[src/design/lpm_pkg.sv]
// Shared types and constants for the IPv4 longest-prefix-match table.
// No dependencies; compile first.
`default_nettype none

package lpm_pkg;

    localparam int ADDR_BITS = 32;
    localparam int LEN_BITS  = 6;
    localparam int RID_BITS  = 16;

    localparam logic [LEN_BITS-1:0] PREFIX_MAX = 6'd32;

    localparam logic OP_INSERT = 1'b0;
    localparam logic OP_LOOKUP = 1'b1;

    localparam logic STATUS_OK   = 1'b0;
    localparam logic STATUS_FULL = 1'b1;

    typedef struct packed {
        logic                  opcode;
        logic [ADDR_BITS-1:0]  address;
        logic [LEN_BITS-1:0]   prefix_len;
        logic [RID_BITS-1:0]   route_id;
    } t_req;

    typedef struct packed {
        logic                  hit;
        logic [RID_BITS-1:0]   found_id;
        logic [LEN_BITS-1:0]   matched_len;
        logic                  status;
    } t_rsp;

    // Leading-ones mask for a prefix length of 0..32.
    function automatic logic [ADDR_BITS-1:0] f_prefix_mask(logic [LEN_BITS-1:0] len);
        logic [ADDR_BITS-1:0] mask;
        if (len == '0) begin
            mask = '0;
        end else begin
            mask = {ADDR_BITS{1'b1}} << (PREFIX_MAX - len);
        end
        return mask;
    endfunction

endpackage

`default_nettype wire

[src/design/lpm_req_if.sv]
// Request channel: valid/ready handshake carrying one insert or lookup word.
// Depends on lpm_pkg.
`default_nettype none

interface lpm_req_if import lpm_pkg::*; ();
    logic valid;
    logic ready;
    t_req data;

    modport source (output valid, output data, input ready);
    modport sink   (input valid, input data, output ready);
endinterface

`default_nettype wire

[src/design/lpm_rsp_if.sv]
// Response channel: valid/ready handshake carrying one result word.
// Depends on lpm_pkg.
`default_nettype none

interface lpm_rsp_if import lpm_pkg::*; ();
    logic valid;
    logic ready;
    t_rsp data;

    modport source (output valid, output data, input ready);
    modport sink   (input valid, input data, output ready);
endinterface

`default_nettype wire

[src/design/ipv4_longest_prefix_match_top.sv]
// IPv4 longest-prefix-match routing table with a one-entry-per-cycle scan.
// Depends on lpm_pkg, lpm_req_if and lpm_rsp_if.
//
// Usage:
//   i_req carries one word per item: opcode 0 inserts address/prefix_len/route_id,
//   opcode 1 looks up address. o_rsp returns exactly one result word per item.
//   Routes live in a TABLE_DEPTH-entry memory, filled in order; entries below
//   the fill count are valid. Each item scans the filled entries through the
//   single read port, one entry per cycle, with one shared compare unit.
//   Latency from accept to o_rsp.valid grows with the fill count, as the scan
//   visits each filled entry through the registered memory read; the next item
//   is taken in the cycle after the result is loaded, so items do not overlap.
//   i_req.ready is high only while the sequencer is idle.
//   A stalled receiver holds the result in the output register; the sequencer
//   waits with its finished result until that register frees up.
//   Reset (synchronous, active low) empties the table at once by clearing the
//   fill count; no clearing pass runs.
`default_nettype none

module ipv4_longest_prefix_match_top import lpm_pkg::*; #(
    parameter int TABLE_DEPTH = 32,
    parameter int ID_BITS     = 16
) (
    input  wire logic  i_clk,
    input  wire logic  i_rst_n,
    lpm_req_if.sink    i_req,
    lpm_rsp_if.source  o_rsp
);

    localparam int AW = (TABLE_DEPTH > 1) ? $clog2(TABLE_DEPTH) : 1;
    localparam int CW = $clog2(TABLE_DEPTH + 1);
    localparam int SW = (ID_BITS < RID_BITS) ? ID_BITS : RID_BITS;
    localparam logic [CW-1:0] DEPTH_C = CW'(TABLE_DEPTH);

    localparam logic [1:0] S_IDLE = 2'd0;
    localparam logic [1:0] S_SCAN = 2'd1;
    localparam logic [1:0] S_DONE = 2'd2;

    typedef struct packed {
        logic [ADDR_BITS-1:0] prefix;
        logic [LEN_BITS-1:0]  length;
        logic [SW-1:0]        id;
    } t_entry;

    // route memory
    t_entry r_mem [0:TABLE_DEPTH-1];
    t_entry r_rd_data;

    // control
    logic [1:0]    r_state;
    logic [CW-1:0] r_fill;
    logic [CW-1:0] r_idx;
    logic          r_pend;
    logic [AW-1:0] r_pend_idx;
    logic          r_out_vld;

    // item being worked on
    logic                  r_op;
    logic [ADDR_BITS-1:0]  r_addr;
    logic [LEN_BITS-1:0]   r_len;
    logic [SW-1:0]         r_rid;
    logic                  r_hit;
    logic [LEN_BITS-1:0]   r_best_len;
    logic [SW-1:0]         r_best_id;
    logic [AW-1:0]         r_dup_idx;
    t_rsp                  r_rsp;

    logic                  w_accept;
    logic                  w_issue;
    logic                  w_out_free;
    logic                  w_finish;
    logic                  w_full;
    logic                  w_match;
    logic [LEN_BITS-1:0]   w_len_sat;
    logic                  w_wr_en;
    logic [AW-1:0]         w_wr_addr;
    t_entry                w_wr_data;

    assign i_req.ready = (r_state == S_IDLE);
    assign w_accept    = i_req.valid && i_req.ready;
    assign w_issue     = (r_idx < r_fill);
    assign w_out_free  = !r_out_vld || o_rsp.ready;
    assign w_finish    = (r_state == S_DONE) && w_out_free;
    assign w_full      = (r_fill >= DEPTH_C);
    assign w_len_sat   = (i_req.data.prefix_len > PREFIX_MAX) ? PREFIX_MAX
                                                              : i_req.data.prefix_len;

    // shared compare unit: lookup tests the address under the entry's mask,
    // insert tests for the same prefix and length
    always_comb begin
        if (r_op == OP_LOOKUP) begin
            w_match = ((r_addr & f_prefix_mask(r_rd_data.length)) == r_rd_data.prefix);
        end else begin
            w_match = (r_rd_data.length == r_len) && (r_rd_data.prefix == r_addr);
        end
    end

    always_comb begin
        w_wr_en   = w_finish && (r_op == OP_INSERT) && (r_hit || !w_full);
        w_wr_addr = r_hit ? r_dup_idx : r_fill[AW-1:0];
        w_wr_data = '{prefix: r_addr, length: r_len, id: r_rid};
    end

    always_ff @(posedge i_clk) begin
        if (w_wr_en) begin
            r_mem[w_wr_addr] <= w_wr_data;
        end
    end

    always_ff @(posedge i_clk) begin
        r_rd_data <= r_mem[r_idx[AW-1:0]];
    end

    // sequencer
    always_ff @(posedge i_clk) begin
        if (!i_rst_n) begin
            r_state   <= S_IDLE;
            r_fill    <= '0;
            r_idx     <= '0;
            r_pend    <= 1'b0;
            r_out_vld <= 1'b0;
        end else begin
            if (w_finish) begin
                r_out_vld <= 1'b1;
            end else if (o_rsp.valid && o_rsp.ready) begin
                r_out_vld <= 1'b0;
            end
            unique case (r_state)
                S_IDLE: begin
                    if (w_accept) begin
                        r_idx   <= '0;
                        r_pend  <= 1'b0;
                        r_state <= S_SCAN;
                    end
                end
                S_SCAN: begin
                    if (w_issue) begin
                        r_idx <= r_idx + 1'b1;
                    end
                    r_pend <= w_issue;
                    if (!w_issue && !r_pend) begin
                        r_state <= S_DONE;
                    end
                end
                S_DONE: begin
                    if (w_out_free) begin
                        r_state <= S_IDLE;
                        if (r_op == OP_INSERT && !r_hit && !w_full) begin
                            r_fill <= r_fill + 1'b1;
                        end
                    end
                end
                default: begin
                    r_state <= S_IDLE;
                end
            endcase
        end
    end

    // datapath
    always_ff @(posedge i_clk) begin
        r_pend_idx <= r_idx[AW-1:0];
        if (w_accept) begin
            r_op       <= i_req.data.opcode;
            r_len      <= w_len_sat;
            r_rid      <= i_req.data.route_id[SW-1:0];
            r_hit      <= 1'b0;
            r_best_len <= '0;
            r_best_id  <= '0;
            if (i_req.data.opcode == OP_INSERT) begin
                r_addr <= i_req.data.address & f_prefix_mask(w_len_sat);
            end else begin
                r_addr <= i_req.data.address;
            end
        end else if (r_state == S_SCAN && r_pend && w_match) begin
            if (r_op == OP_LOOKUP) begin
                // keep the earliest entry among equal lengths
                if (!r_hit || r_rd_data.length > r_best_len) begin
                    r_hit      <= 1'b1;
                    r_best_len <= r_rd_data.length;
                    r_best_id  <= r_rd_data.id;
                end
            end else if (!r_hit) begin
                r_hit     <= 1'b1;
                r_dup_idx <= r_pend_idx;
            end
        end
        if (w_finish) begin
            if (r_op == OP_LOOKUP) begin
                r_rsp.hit         <= r_hit;
                r_rsp.found_id    <= RID_BITS'(r_best_id);
                r_rsp.matched_len <= r_best_len;
                r_rsp.status      <= STATUS_OK;
            end else begin
                r_rsp.hit         <= 1'b0;
                r_rsp.found_id    <= '0;
                r_rsp.matched_len <= '0;
                r_rsp.status      <= (!r_hit && w_full) ? STATUS_FULL : STATUS_OK;
            end
        end
    end

    assign o_rsp.valid = r_out_vld;
    assign o_rsp.data  = r_rsp;

    a_fill_bound: assert property (@(posedge i_clk) disable iff (!i_rst_n)
        r_fill <= DEPTH_C)
        else $error("fill count exceeds table depth");

    a_scan_bound: assert property (@(posedge i_clk) disable iff (!i_rst_n)
        r_idx <= r_fill)
        else $error("scan index ran past fill count");

    a_fill_step: assert property (@(posedge i_clk) disable iff (!i_rst_n)
        ($past(i_rst_n) && r_fill != $past(r_fill)) |->
            ($past(r_state) == S_DONE && r_fill == $past(r_fill) + 1'b1))
        else $error("fill count moved outside insert completion");

    a_rsp_source: assert property (@(posedge i_clk) disable iff (!i_rst_n)
        ($past(i_rst_n) && $rose(r_out_vld)) |-> ($past(r_state) == S_DONE))
        else $error("result raised without a finished item");

    a_write_done: assert property (@(posedge i_clk) disable iff (!i_rst_n)
        w_wr_en |-> (r_state == S_DONE && !r_pend))
        else $error("table written during scan");

endmodule

`default_nettype wire
[src/flat_wrapper.sv]
// flat-port wrapper written by rule: the top's interface ports become plain ports
module ipv4_longest_prefix_match_top_flat import lpm_pkg::*;
#(
    parameter int TABLE_DEPTH = 32,
    parameter int ID_BITS     = 16
)
  (i_clk, i_rst_n, i_req_valid, i_req_data, i_req_ready, o_rsp_valid, o_rsp_data, o_rsp_ready);
  lpm_req_if i_req_i ();
  lpm_rsp_if o_rsp_i ();
  input  wire logic i_clk;
  input  wire logic i_rst_n;
  input wire logic [$bits(i_req_i.valid)-1:0] i_req_valid;
  input wire logic [$bits(i_req_i.data)-1:0] i_req_data;
  output wire logic [$bits(i_req_i.ready)-1:0] i_req_ready;
  output wire logic [$bits(o_rsp_i.valid)-1:0] o_rsp_valid;
  output wire logic [$bits(o_rsp_i.data)-1:0] o_rsp_data;
  input wire logic [$bits(o_rsp_i.ready)-1:0] o_rsp_ready;
  assign i_req_i.valid = i_req_valid;
  assign i_req_i.data = i_req_data;
  assign i_req_ready = i_req_i.ready;
  assign o_rsp_valid = o_rsp_i.valid;
  assign o_rsp_data = o_rsp_i.data;
  assign o_rsp_i.ready = o_rsp_ready;
  ipv4_longest_prefix_match_top #(.TABLE_DEPTH(TABLE_DEPTH), .ID_BITS(ID_BITS)) u_core (.i_clk(i_clk), .i_rst_n(i_rst_n), .i_req(i_req_i), .o_rsp(o_rsp_i));
endmodule
[config.mk]
export PLATFORM = sky130hd
export DESIGN_NAME = ipv4_longest_prefix_match_top_flat
export DESIGN_NICKNAME = d
export VERILOG_FILES = /design/src/design/lpm_pkg.sv /design/src/design/lpm_req_if.sv /design/src/design/lpm_rsp_if.sv /design/src/design/ipv4_longest_prefix_match_top.sv /design/src/flat_wrapper.sv
export SDC_FILE = /design/constraint.sdc
export NUM_CORES = 2
export LEC_CHECK = 0
export ABC_AREA = 1
export BUFFER_PORTS_ARGS = -buffer_cell sky130_fd_sc_hd__buf_2
export CAP_MARGIN = 20
export CORE_ASPECT_RATIO = 0.8
export CORE_UTILIZATION = 60
export CTS_CLUSTER_SIZE = 16
export DETAILED_ROUTE_END_ITERATION = 12
export PLACE_DENSITY_LB_ADDON = 0.1
export RECOVER_POWER = 50
export SYNTH_ARGS = -nofsm -noshare
export SYNTH_HDL_FRONTEND = slang
export SYNTH_SLANG_ARGS = --single-unit
export TNS_END_PERCENT = 50
[constraint.sdc]
create_clock -name i_clk -period 11.6 [get_ports i_clk]
set_input_delay 3.48 -clock i_clk [delete_from_list [all_inputs] [get_ports i_clk]]
set_output_delay 3.48 -clock i_clk [all_outputs]
set_load 0.02 [all_outputs]
==> impl_metrics.tcl <==
set metrics [dict create \
    status "finished with violations" \
    violations "capacitance limit, slew limit" \
    grt_pass1_wl_microns 313000 \
    power-per-cell-area_nw_per_um2 200 \
    synth_area_leader_cell "edfxtp_1" \
    tightest_slew_ps 4490 \
    worstHoldPathCells 0 \
    nFillCells 8912 \
    hold-path-endpoint "u_core.r_dup_idx[2]$_DFFE_PP_" \
    numCtsBuffers 178 \
    wl_microns 216000 \
    dr.first_iter.drc_count 7218 \
    yosys.cell_count.top_type "edfxtp_1" \
    leakagePower_nw 27.9 \
    reg2reg_depth 10 \
    synth_top_cell_area_share_pct 71.9 \
    die_area_sq_um 127000 \
    hp-start "u_core.r_pend_idx[2]$_DFF_P_" \
    syn_area_sq_um 75600 \
    cts_hold_buf 0 \
    initial_core_util_pct 60.5 \
    synth_common_cells "edfxtp_1 (1812), nor2_1 (1043), o21ai_0 (968)" \
    clkLatencyLatePin_ps 810 \
    cts_htree_levels 4 \
    synth.avg_cell_area_sq_um 12.6 \
    yosysWarnings 0 \
    grt_max_degree 152 \
    rr_endpoint "u_core.r_rd_data[17]$_DFF_P_" \
    die_y_microns 320 \
    antenna_found_initial 9 \
    place_congestion 0.905 \
    syn_nets 6077 \
    synth_ff_type "edfxtp_1" \
    min_period_ps 7830 \
    ys_types 43 \
    hold_violations 0 \
    whs_ps 404 \
    timing.rr.start "u_core.r_idx[0]$_SDFFE_PN0P_" \
    ys_seq_elements 1910 \
    hpwl_microns 123000 \
    synth-edff-count 1812 \
    power_w 0.0167 \
    slew_violations 2274 \
    regArea_sq_um 56400 \
    final_util_pct 66.7 \
    cp-end-kind "flip-flop" \
    async_flop_share_pct 0 \
    grt_pass1_vias 46200 \
    nets 6098 \
    drive_gt1_share_pct 7.76 \
    placeableCoreArea_sq_um 125000 \
    cts_max_path_buffers 3 \
    multi_input_area_sq_um 17100 \
    setup_viol 0 \
    required_ps 12310 \
    rsz0062_at_grt "false" \
    finClkSkew_ps 27.2 \
    cap_violations 61 \
    start_kind "flip-flop" \
    worstPathArrival_ps 8550 \
    ys_seq_area_share_pct 74.5 \
    max_freq_ghz 0.128 \
    hold_path.class "flip-flop to flip-flop" \
    grtUsageTotal_pct 34.0 \
    crit_path_max_fanout 85 \
    clk_pin_slew_ps 70 \
    r2r_slack_ps 3770 \
    fin_crit_sh_pct 67.5 \
    tns_ps 0 \
    drt_pre_antenna_iters 7 \
    post_cts_resized 0 \
    detail_route.wl_per_cell_microns 27.7 \
    portBuffers 84 \
    synth_area_leaders "edfxtp_1 (72%), o21ai_0 (6.4%), nor2_1 (5.2%)" \
    final_antenna_net_count 0 \
    floorplan.die.width_microns 399 \
    criticalPathCategory "flip-flop to flip-flop" \
    syn_to_final_growth_pct 10.4 \
    vdd_drop_max_v 0.000151 \
    root_buffer "clkbuf_16" \
    vias 50100 \
    clock-sinks 1910 \
    postSynthCellCount 5996 \
    drcViolationCount 0 \
    grt.overflow.total 0 \
    io_pins 85 \
    viasPerCell 6.42 \
    slew_headroom_pct -199 \
    cts_tree "built" \
    post_cts_buffers 0 \
    std_cell_rows 116 \
]
worst max path at each step:
stage	start	to	slack (ps)	depth (start not counted)
2_1_floorplan	o_rsp_ready	u_core.r_mem[0][0]$_DFFE_PP_	3520	6
3_3_place_gp	o_rsp_ready	u_core.r_mem[25][12]$_DFFE_PP_	4340	8
3_5_place_dp	o_rsp_ready	u_core.r_mem[25][10]$_DFFE_PP_	4300	8
4_1_cts	o_rsp_ready	u_core.r_mem[25][23]$_DFFE_PP_	5180	8
5_1_grt	u_core.r_idx[0]$_SDFFE_PN0P_	u_core.r_rd_data[18]$_DFF_P_	3370	8
6_report	u_core.r_idx[0]$_SDFFE_PN0P_	u_core.r_rd_data[17]$_DFF_P_	3770	10
stage by stage:
step                      cell area [sq um]  setup slack (ps)  std cells
after floorplan                       75600              3520       5996
after CTS                             83700              5180       7804
final                                 83500              3770       7811
after global placement                78000              4340       7482
after global routing                  83500              3370       7810
after detailed placement              78000              4300       7483
state kept, by name (all words and copies together) (netlist names):
signal              count
u_core.r_addr          32
u_core.r_mem         1728
u_core.r_dup_idx        5
u_core.r_state          2
u_core.o_rsp.valid      1
u_core.r_pend_idx       5
u_core.r_best_id       16
u_core.r_pend           1
u_core.r_hit            1
u_core.r_rd_data       54
u_core.r_len            6
u_core.r_fill           6
u_core.r_op             1
u_core.r_rid           16
u_core.r_best_len       6
u_core.r_idx            6
u_core.o_rsp.data      24
worst max-delay path, stage by stage, from the launching register on:
cell,delay (ps)
dfxtp_1,1740
clkbuf_1,2170
buf_4,770
buf_4,760
buf_4,720
o21ai_0,200
o221ai_1,220
nand3_1,280
nand4_1,170
o21ai_0,360
inv_1,150
cell type report:
type	count	share of cell area, %
Clock buffer	232	5.90
Sequential cell	1910	67.5
Tap cell	1652	2.48
Timing Repair Buffer	222	1.56
Multi-Input combinational cell	3448	20.5
Clock inverter	89	0.857
Antenna cell	1	0.00300
Inverter	257	1.19
per-layer routing:
metal  global-route usage, %  wire length [microns]  up-vias
met5                       0                     76        -
met3                    7.40                  26900      410
li1                        -                      -    22000
met2                    48.9                  94200     3110
met1                    50.7                  86400    24600
met4                    13.4                   8600       12
power by group:
| group | total, W | switching, W | internal (W) |
|---|---|---|---|
| Combinational | 0.00296 | 0.00227 | 0.000693 |
| Sequential | 0.00802 | 0.000146 | 0.00787 |
| Clock | 0.00572 | 0.00250 | 0.00323 |
| Total | 0.0167 | 0.00491 | 0.0118 |
cells in the final DEF, fill, tap and decap left out, drive strengths merged:
cell type  netlist  routed
a21oi           30      30
o211ai          54      54
or2             17      17
clkinvlp         0       5
a31oi            1       1
nand3b           2       2
clkinv           1      73
nand3          165     165
buf             33     155
o311a            1       1
xnor2            5       5
a211oi           3       3
o2111ai          1       1
a21boi           3       3
o21ai          974     974
nor2          1047    1047
ha              22      22
nor3b            8       8
nor4             1       1
o31ai            1       1
xor2            14      14
nor3            10      10
and3             1       1
clkbuf         348     299
o22ai          271     271
o221ai         162     162
nand2          555     555
dfxtp           98      98
diode            0       1
and2             1       1
edfxtp        1812    1812
bufinv           0      11
nand4           99      99
inv            256     257
kinds of logic after synthesis:
group / after synthesis / synth area share, %
AND/OR/NAND/NOR: 1906 / 10.3
XOR/XNOR: 19 / 0.220
flip-flops: 1910 / 74.5
AO/OA/AOI/OAI: 1501 / 11.4
buffers and inverters: 638 / 3.22
adder cells (fa/ha/maj): 22 / 0.364
Power figures use the tool's default switching activity.
